### src/design/prts_pkg.sv
package prts_pkg;

  localparam int MAX_TASKS = 16;
  localparam int IDX_W     = $clog2(MAX_TASKS);
  localparam int CNT_W     = $clog2(MAX_TASKS + 1);
  localparam int TICK_W    = 32;
  localparam int PRIO_W    = 8;

  localparam logic [1:0] OP_CREATE = 2'd0;
  localparam logic [1:0] OP_START  = 2'd1;
  localparam logic [1:0] OP_TICK   = 2'd2;
  localparam logic [1:0] OP_DELAY  = 2'd3;

  localparam logic [1:0] ST_OK          = 2'd0;
  localparam logic [1:0] ST_FULL        = 2'd1;
  localparam logic [1:0] ST_NOT_STARTED = 2'd2;

  // command broadcast to every cell
  typedef struct packed {
    logic              create;
    logic              block;
    logic              wake;
    logic [IDX_W-1:0]  idx;
    logic [PRIO_W-1:0] prio;
    logic [TICK_W-1:0] wake_val;
    logic [TICK_W-1:0] tick;
  } cell_cmd_t;

  // running best candidate handed from cell to cell
  typedef struct packed {
    logic              found;
    logic [PRIO_W-1:0] prio;
    logic [IDX_W-1:0]  idx;
  } carry_t;

endpackage

### src/design/priority_round_robin_task_scheduler.sv
// priority scheduler over a chain of task cells, one cell per table entry
// create and start: the execute state, then the done state, which writes the result word
// tick and delay: the execute state, then the scan state (skipped when nothing can be scheduled),
//   in which the best candidate walks through the cell chain one cell per cycle, then the done state
// one item at a time: a new item is taken only back in idle,
//   once the result sits in the output register
// rst (synchronous, active high) clears the blocked bits, count, current, tick and started
module priority_round_robin_task_scheduler (
  input  logic                        clk,
  input  logic                        rst,
  input  logic                        in_valid,
  output logic                        in_stall,
  input  logic [1:0]                  op,
  input  logic [prts_pkg::PRIO_W-1:0] priority_req,
  input  logic [prts_pkg::TICK_W-1:0] delay_ticks,
  output logic                        out_valid,
  input  logic                        out_stall,
  output logic [prts_pkg::IDX_W-1:0]  task_index,
  output logic                        switch_needed,
  output logic [1:0]                  status,
  output logic [prts_pkg::TICK_W-1:0] tick_now
);

  typedef enum logic [1:0] {S_IDLE, S_EXEC, S_SCAN, S_DONE} state_t;

  state_t                      state;
  logic [1:0]                  op_r;
  logic [prts_pkg::PRIO_W-1:0] prio_r;
  logic [prts_pkg::TICK_W-1:0] delay_r;
  logic [prts_pkg::TICK_W-1:0] tick_counter;
  logic [prts_pkg::CNT_W-1:0]  task_count;
  logic [prts_pkg::IDX_W-1:0]  current_index;
  logic                        started;
  logic [prts_pkg::CNT_W-1:0]  scan_cnt;
  // pending result word
  logic [prts_pkg::IDX_W-1:0]  res_idx;
  logic                        res_sw;
  logic [1:0]                  res_st;

  prts_pkg::cell_cmd_t cmd;
  prts_pkg::carry_t    best;
  logic                no_sched;
  logic [prts_pkg::IDX_W-1:0] pick;

  assign in_stall = (state != S_IDLE);
  assign no_sched = !started || task_count == '0 || {1'b0, current_index} >= task_count;
  // nothing ready: current task stays
  assign pick     = best.found ? best.idx : current_index;

  // cell commands issue only in the execute cycle
  always_comb begin
    cmd          = '0;
    cmd.idx      = current_index;
    cmd.prio     = prio_r;
    cmd.tick     = tick_counter;
    cmd.wake_val = tick_counter + delay_r;
    if (state == S_EXEC) begin
      case (op_r)
        prts_pkg::OP_CREATE: begin
          cmd.create = task_count < prts_pkg::CNT_W'(prts_pkg::MAX_TASKS);
          cmd.idx    = task_count[prts_pkg::IDX_W-1:0];
        end
        prts_pkg::OP_TICK:   cmd.wake  = !no_sched;
        prts_pkg::OP_DELAY:  cmd.block = !no_sched;
        default:             cmd.wake  = 1'b0;
      endcase
    end
  end

  prts_chain u_chain (
    .clk  (clk),
    .rst  (rst),
    .cmd  (cmd),
    .cur  (current_index),
    .count(task_count),
    .best (best)
  );

  always_ff @(posedge clk) begin
    if (rst) begin
      state         <= S_IDLE;
      tick_counter  <= '0;
      task_count    <= '0;
      current_index <= '0;
      started       <= 1'b0;
      out_valid     <= 1'b0;
      scan_cnt      <= '0;
    end else begin
      if (out_valid && !out_stall) begin
        out_valid <= 1'b0;
      end
      unique case (state)
        S_IDLE: begin
          if (in_valid) begin
            op_r    <= op;
            prio_r  <= priority_req;
            delay_r <= delay_ticks;
            if (op == prts_pkg::OP_TICK) begin
              tick_counter <= tick_counter + 1'b1;
            end
            state <= S_EXEC;
          end
        end
        S_EXEC: begin
          scan_cnt <= '0;
          state    <= S_DONE;
          unique case (op_r)
            prts_pkg::OP_CREATE: begin
              if (task_count >= prts_pkg::CNT_W'(prts_pkg::MAX_TASKS)) begin
                res_idx <= '0;
                res_sw  <= 1'b0;
                res_st  <= prts_pkg::ST_FULL;
              end else begin
                res_idx    <= task_count[prts_pkg::IDX_W-1:0];
                res_sw     <= 1'b0;
                res_st     <= prts_pkg::ST_OK;
                task_count <= task_count + 1'b1;
              end
            end
            prts_pkg::OP_START: begin
              res_idx <= '0;
              if (task_count == '0) begin
                res_sw <= 1'b0;
                res_st <= prts_pkg::ST_NOT_STARTED;
              end else begin
                res_sw        <= started && current_index != '0;
                res_st        <= prts_pkg::ST_OK;
                current_index <= '0;
                started       <= 1'b1;
              end
            end
            default: begin
              // tick or delay
              res_idx <= current_index;
              res_sw  <= 1'b0;
              res_st  <= prts_pkg::ST_NOT_STARTED;
              if (!no_sched) begin
                state <= S_SCAN;
              end
            end
          endcase
        end
        S_SCAN: begin
          // let the candidate ripple through every cell
          scan_cnt <= scan_cnt + 1'b1;
          if (scan_cnt == prts_pkg::CNT_W'(prts_pkg::MAX_TASKS)) begin
            res_idx       <= pick;
            res_sw        <= pick != current_index;
            res_st        <= prts_pkg::ST_OK;
            current_index <= pick;
            state         <= S_DONE;
          end
        end
        S_DONE: begin
          if (!out_valid || !out_stall) begin
            task_index    <= res_idx;
            switch_needed <= res_sw;
            status        <= res_st;
            tick_now      <= tick_counter;
            out_valid     <= 1'b1;
            state         <= S_IDLE;
          end
        end
        default: state <= S_IDLE;
      endcase
    end
  end

endmodule

### src/design/prts_cell.sv
module prts_cell (
  input  logic                            clk,
  input  logic                            rst,
  input  logic [prts_pkg::IDX_W-1:0]      my_idx,
  input  prts_pkg::cell_cmd_t             cmd,
  input  logic [prts_pkg::IDX_W-1:0]      cur,
  input  logic [prts_pkg::CNT_W-1:0]      count,
  input  prts_pkg::carry_t                carry_in,
  output prts_pkg::carry_t                carry_out
);

  logic [prts_pkg::PRIO_W-1:0] prio;
  logic [prts_pkg::TICK_W-1:0] wake;
  logic                        blocked;
  logic                        active;
  logic                        take;

  assign active = {1'b0, my_idx} < count;

  // ties go to the first entry after the current one in ring order
  always_comb begin
    take = 1'b0;
    if (active && !blocked) begin
      if (!carry_in.found || prio > carry_in.prio) begin
        take = 1'b1;
      end else if (prio == carry_in.prio && carry_in.idx <= cur && my_idx > cur) begin
        take = 1'b1;
      end
    end
  end

  always_ff @(posedge clk) begin
    if (rst) begin
      blocked         <= 1'b0;
      carry_out.found <= 1'b0;
    end else begin
      if (cmd.create && cmd.idx == my_idx) begin
        blocked <= 1'b0;
      end else if (cmd.block && cmd.idx == my_idx) begin
        blocked <= 1'b1;
      end else if (cmd.wake && blocked && cmd.tick >= wake) begin
        blocked <= 1'b0;
      end
      carry_out.found <= carry_in.found | take;
    end
    if (cmd.create && cmd.idx == my_idx) begin
      prio <= cmd.prio;
    end
    if (cmd.block && cmd.idx == my_idx) begin
      wake <= cmd.wake_val;
    end
    carry_out.prio <= take ? prio : carry_in.prio;
    carry_out.idx  <= take ? my_idx : carry_in.idx;
  end

endmodule

### src/design/prts_chain.sv
module prts_chain (
  input  logic                       clk,
  input  logic                       rst,
  input  prts_pkg::cell_cmd_t        cmd,
  input  logic [prts_pkg::IDX_W-1:0] cur,
  input  logic [prts_pkg::CNT_W-1:0] count,
  output prts_pkg::carry_t           best
);

  prts_pkg::carry_t carry [prts_pkg::MAX_TASKS+1];

  assign carry[0] = '0;

  for (genvar g = 0; g < prts_pkg::MAX_TASKS; g++) begin : g_cell
    prts_cell u_cell (
      .clk      (clk),
      .rst      (rst),
      .my_idx   (prts_pkg::IDX_W'(g)),
      .cmd      (cmd),
      .cur      (cur),
      .count    (count),
      .carry_in (carry[g]),
      .carry_out(carry[g+1])
    );
  end

  assign best = carry[prts_pkg::MAX_TASKS];

endmodule

### config.mk
export PLATFORM = sky130hd
export DESIGN_NAME = priority_round_robin_task_scheduler
export DESIGN_NICKNAME = d
export VERILOG_FILES = /design/src/design/prts_pkg.sv /design/src/design/priority_round_robin_task_scheduler.sv /design/src/design/prts_cell.sv /design/src/design/prts_chain.sv
export SDC_FILE = /design/constraint.sdc
export NUM_CORES = 2
export LEC_CHECK = 0
export ABC_CLOCK_PERIOD_IN_PS = 5500
export BUFFER_PORTS_ARGS = -buffer_cell sky130_fd_sc_hd__buf_4
export CAP_MARGIN = 20
export CORE_MARGIN = 1.5
export CORE_UTILIZATION = 35
export CTS_BUF_LIST = sky130_fd_sc_hd__clkbuf_2
export DETAILED_ROUTE_END_ITERATION = 10
export GPL_TIMING_DRIVEN = 0
export HOLD_SLACK_MARGIN = 0.08
export PLACE_DENSITY_LB_ADDON = 0.15
export SYNTH_ARGS = -nofsm -noshare
export SYNTH_HDL_FRONTEND = slang
export SYNTH_SLANG_ARGS = --single-unit
### constraint.sdc
create_clock -name clk -period 5.5 [get_ports clk]
set_clock_uncertainty 0.05 [all_clocks]
set_input_delay 0.825 -clock clk [delete_from_list [all_inputs] [get_ports clk]]
set_output_delay 0.825 -clock clk [all_outputs]
set_load 0.03 [all_outputs]
After elaboration in Yosys (flattened, before gate mapping)
Index checks and enable logic that the tools add are counted.
{ "totals": {"inputBits": 46, "memories": 0, "mem_bits_ro": 0, "latchBits": 0, "ff_bits": 979, "mem_bits_rw": 0} }
{ "op_classes": {"n_mul": 0, "n_shift": 0, "reduce_logical": 213, "n_addsub": 4, "eq_ne": 44, "div_mod_pow": 0, "mux": 124, "bitwise_logic": 18, "magnitude_cmp": 80} }
{ "op_table": {"columns": ["operator", "count"], "rows": [
  ["$ge 32x32->1", 16],
  ["$eq 8x8->1", 15],
  ["$gt 8x8->1", 15],
  ["$logic_and 1x1->1", 112],
  ["$mux 8", 14],
  ["$mux 1", 90],
  ["$lt 4x5->1 const A", 8],
  ["$reduce_bool 2->1", 18],
  ["$logic_not 1->1", 35],
  ["$reduce_or 2->1", 17],
  ["$add 32x1->32 const B", 1],
  ["$add 32x32->32", 1],
  ["$eq 4x4->1 const B", 8],
  ["$gt 4x4->1 const A", 8],
  ["$le 4x4->1", 7],
  ["$mux 4", 6],
  ["$pmux 4 s2", 3],
  ["$reduce_and 3->1", 7],
  ["$lt 3x5->1 const A", 4],
  ["$logic_or 1x1->1", 18],
  ["$eq 4x3->1 const B", 4],
  ["$gt 3x4->1 const A", 4],
  ["$le 3x4->1", 4],
  ["$or 1x1->1", 15],
  ["other kinds (31)", 53]
]} }

Longest topological paths before layout
{ "depth": {"word_depth": 10, "mapped_depth": 12, "mapped_depth_nobuf": 10} }

Modules after synthesis
Synthesis repeated with hierarchy kept, for this count alone.
{ "unflattened": {"hier_cells": 4721, "hier_area_um2": 54546.1} }
{ "by_module_without_submodules": {"columns": ["module", "area_each_um2", "cells_each", "seq_area_each_um2", "n_inst"], "rows": [
  ["prts_cell", 2981.6, 256, 1481.4, 16],
  ["priority_round_robin_task_scheduler", 6832.8, 623, 3643.5, 1],
  ["prts_chain", 7.5, 2, 0.0, 1]
]} }

Worst setup path before layout
OpenSTA, ideal clock, no wires.
{ "synth_timing": {"kind": "input to register", "startpoint": "in rst", "endpoint": "reg status[0] (enable)", "path_stages": 3, "t_arrival_ns": 4.139, "n_path_buf": 2, "path_slack_ns": 0.819, "required_time_ns": 4.958, "setup_ns": 0.492, "path_cell_list": "clkbuf_1 clkbuf_1 nor3b_1"} }
{ "synth_via": {"elab_chain_cells": 2} }
{ "synth_rtl": {"columns": ["element", "line", "rtl"], "rows": [
  ["from (decl)", "priority_round_robin_task_scheduler.sv:10", "input logic rst,"],
  ["$not 1->1 (no line)", null, null],
  ["$reduce_and 3->1 (no line)", null, null],
  ["to (signal assigned)", "priority_round_robin_task_scheduler.sv:158", "status <= res_st;"],
  ["to (decl)", "priority_round_robin_task_scheduler.sv:20", "output logic [1:0] status,"]
]} }
Every way passes these cells.
A chain may end at the register's enable or synchronous reset.

Worst setup path after layout
{ "layout_timing": {"startpoint": "reg current_index[0] (netlist bit)", "endpoint": "reg u_chain.g_cell[15].u_cell.wake[11] (netlist bit) (enable)"} }
{ "layout_via": {"elab_chain_cells": 6} }
{ "layout_rtl": {"columns": ["element", "line", "rtl"], "rows": [
  ["from (decl)", "priority_round_robin_task_scheduler.sv:32", "logic [prts_pkg::IDX_W-1:0] current_index;"],
  ["from (signal assigned)", "priority_round_robin_task_scheduler.sv:150", "current_index <= pick;"],
  ["$ge 4x5->1", "priority_round_robin_task_scheduler.sv:46", "assign no_sched = !started || task_count == '0 || {1'b0, current_index} >= task_count;"],
  ["$logic_or 1x1->1", "priority_round_robin_task_scheduler.sv:46", null],
  ["$logic_not 1->1", null, null],
  ["$mux 1", "priority_round_robin_task_scheduler.sv:58", "case (op_r)"],
  ["$mux 7 (*)", "priority_round_robin_task_scheduler.sv:57", "if (state == S_EXEC) begin"],
  ["$logic_and 1x1->1 (*)", "prts_cell.sv:49", "if (cmd.block && cmd.idx == my_idx) begin"],
  ["to (signal assigned)", "prts_cell.sv:50", "wake <= cmd.wake_val;"],
  ["to (decl)", "prts_cell.sv:13", "logic [prts_pkg::TICK_W-1:0] wake;"]
]} }
Mark *: on every way between the ends. The rest lies on a longest branch, timed or not.

==> flow_metrics.py <==
metrics = {
    "final_layout": {
        "drive_above_1_share_pct": 17.6,
        "syn_to_final_growth_pct": 16.5,
        "final_nets": 5378,
        "instances_no_fill": 6697,
        "fillCellCount": 13483,
        "stdcell_area_mm2": 0.0572,
    },
    "floorplanning": {
        "fp.dieH_um": 378,
        "die_width_um": 378,
        "rows": 137,
        "dieArea_mm2": 0.143,
        "core_area_mm2": 0.139,
        "top_level_ports": 87,
        "start_util_pct": 35.2,
    },
    "yosys": {
        "synth_edf_count": 728,
        "netlist_instances": 4060,
        "ys_top_cells_by_count": "728 x edfxtp_1, 721 x ha_1, 672 x inv_1",
        "netlist.top_cell.by_area": "edfxtp_1",
        "ys_types": 82,
        "syn_area_mm2": 0.0491,
        "synth_most_common_cell": "edfxtp_1",
        "syn-num-nets": 4828,
        "syn_area_per_cell_um2": 12.1,
        "ys_seq_area_share_pct": 54.8,
        "synth.area.top_cells": "edfxtp_1 45%, ha_1 18%, dfxtp_1 10%",
        "synthFlopType": "edfxtp_1",
        "ys_seq_elements": 979,
        "synth_largest_type_area_fraction_pct": 44.5,
        "synth_async_sr_flop_share_pct": 0,
        "ys_warn_count": 0,
    },
    "critical_path": {
        "r2r_cells": 10,
        "required_ns": 6.61,
        "rr_endpoint": "u_chain.g_cell[15].u_cell.wake[11]",
        "critical_path_class": "reg -> reg",
        "worstPathArrival_ns": 5.82,
        "critPathMaxFanout": 24,
        "critPathLaunchType": "flop",
        "endpoint_kind": "flop",
        "crit_start": "current_index[0]",
        "reg2reg_from": "current_index[0]",
        "cp-endpoint": "u_chain.g_cell[15].u_cell.wake[11]",
        "ff2ff_setup_slack_ns": 0.79,
    },
    "clock_tree": {
        "cts.sinks": 979,
        "htree_num_levels": 5,
        "cts_made_buffers": 296,
        "cts-root-buf": "clkbuf_2",
        "ctsLongestPathBuffers": 4,
        "cts_tree": "built",
        "cts_resized": 0,
        "cts_setup_buffers": 0,
        "insertion_delay_ns": 1.59,
        "clkSlewWorstSetupHoldPaths_ns": 0.10,
        "postCtsHoldBufs": 89,
    },
    "grt": {
        "grt_pass1_wl_um": 195000,
        "grt_overflow_total": 0,
        "grt_start_max_net_pins": 30,
        "track_usage_pct": 18.5,
        "antenna_found_initial": 6,
        "grt_pass1_vias": 32500,
    },
    "timing": {
        "fin_crit_sh_pct": 85.6,
        "maxSlewHeadroom_pct": 25.9,
        "setup_viol_count_final": 0,
        "finalHoldViolations": 0,
        "period_minus_slack_ns": 4.71,
        "tightest_slew_ns": 1.10,
        "fin_ws_ns": 0.792,
        "rsz0062_at_grt": "false",
        "setup_tns_ns": 0,
        "max_clock_freq_mhz": 212,
        "whs_ns": 0.332,
        "slew_viol_final": 0,
    },
    "detailed_routing": {
        "vias": 32309,
        "wl_per_cell_um": 19.5,
        "antenna_left": 0,
        "via_per_inst": 4.82,
        "first_iter_violations": 1595,
        "first_pass_iters": 7,
        "drc": 0,
        "routed_wl_um": 131000,
    },
    "pwr": {
        "irDropWorstVdd_mv": 0.177,
        "power.leakage_nw": 26.5,
        "power.density_mw_per_mm2": 263,
    },
    "placed_design": {
        "port_buffers": 85,
        "dpl.cell_count": 6097,
        "placed_area_mm2": 0.0538,
        "gp_congestion": 0.808,
        "place_worst_setup_slack_ns": 0.798,
        "dp_hpwl_um": 93300,
    },
    "min_path": {
        "hold_path_class": "reg -> reg",
    },
    "outcome": {
        "status": "completed",
    },
    "flow_run": {
        "drv_cap": 0,
    },
}
[where the power goes]
group          leakage [nW]  internal, mW  switching (mW)
registers              8.64          8.24           0.144
clock network          1.99          2.23            3.17
logic                  15.9         0.503           0.785
total                  26.5          11.0            4.10
[cell type report]
class	count	area, µm²	area share [%]
flip-flops and latches	979	26900	47.0
multi-input cells	2367	19800	34.7
repair buffers	252	2880	5.03
inverters	673	2530	4.42
well taps	1876	2350	4.10
clock buffers	449	2250	3.93
clock inverters	50	246	0.431
plain buffers	41	180	0.315
diodes	10	25.0	0.0437
[stage by stage]
stage               util (%)  total power, mW
global placement        37.4             9.67
detailed placement      38.6             9.81
CTS                     41.0             15.4
global route            41.1             15.9
finish                  41.1             15.1
floorplan                  -             9.14
[flip-flops by register name (all words and copies together), names as in the netlist]
register	flops
current_index	4
delay_r	32
op_r	2
out_valid	1
prio_r	8
res_idx	4
res_st	2
res_sw	1
scan_cnt	5
started	1
state	2
status	2
switch_needed	1
task_count	5
task_index	4
tick_counter	32
tick_now	32
u_chain.g_cell.u_cell.blocked	16
u_chain.g_cell.u_cell.carry_out	185
u_chain.g_cell.u_cell.prio	128
u_chain.g_cell.u_cell.wake	512
[worst min path at each step]
stage	startpoint	to	slack [ns]	depth (start not counted)
5_1_grt	delay_ticks[27]	delay_r[27]	0.15	3
6_report	u_chain.g_cell[9].u_cell.carry_out[3]	u_chain.g_cell[10].u_cell.carry_out[3]	0.33	1
3_3_place_gp	res_idx[0]	task_index[0]	0.36	0
3_5_place_dp	res_idx[2]	task_index[2]	0.36	0
4_1_cts	delay_ticks[27]	delay_r[27]	0.1	3
2_1_floorplan	u_chain.g_cell[10].u_cell.carry_out[0]	u_chain.g_cell[11].u_cell.carry_out[0]	0.34	2
[layer usage]
metal | share of wire, % | wire [µm] | vias up | GRT usage [%]
met5 | 0 | 0 | - | 0
met4 | 2.1 | 2680 | 0 | 5.82
met3 | 5.0 | 6480 | 220 | 3.86
met2 | 46 | 59500 | 699 | 29.6
met1 | 47 | 62000 | 15487 | 25.1
li1 | - | - | 15903 | -
[critical path, stage by stage, from the launching register on]
cell,delay [ns]
dfxtp_1,0.99
buf_2,0.35
inv_1,0.09
ha_1,0.26
nand2b_1,0.14
a21o_1,0.18
a21o_1,0.19
a31oi_2,0.44
nand4_1,0.61
nor2_4,0.68
buf_12,0.26
[kinds of logic (layout without fill, tap and decap cells)]
logic type,Yosys count,count (layout),synth area share [%]
simple gates,693,693,7.29
xor+xnor,64,64,1.14
fa+ha+maj,722,722,18.4
flops,979,979,54.8
compound gates,778,778,10.4
buf+inv,714,1465,5.51
mux,110,110,2.52
other cells,0,10,0
[cell usage in the layout (no fill, tap or decap), drive strengths merged, types with 35 or more instances in the layout]
| cell | instances |
|---|---|
| mux2 | 107 |
| nor2b | 45 |
| nand2b | 52 |
| a21oi | 228 |
| dfxtp | 251 |
| edfxtp | 728 |
| a21o | 235 |
| xnor2 | 37 |
| o21ai | 133 |
| nand3 | 43 |
| nand4 | 142 |
| clkbuf | 470 |
| nand2 | 72 |
| buf | 182 |
| ha | 721 |
| nor2 | 225 |
| inv | 675 |
| a211oi | 35 |
| dlygate4sd3 | 89 |
| clkinv | 46 |
| nor3 | 37 |
(Power assumes the default switching activity.)
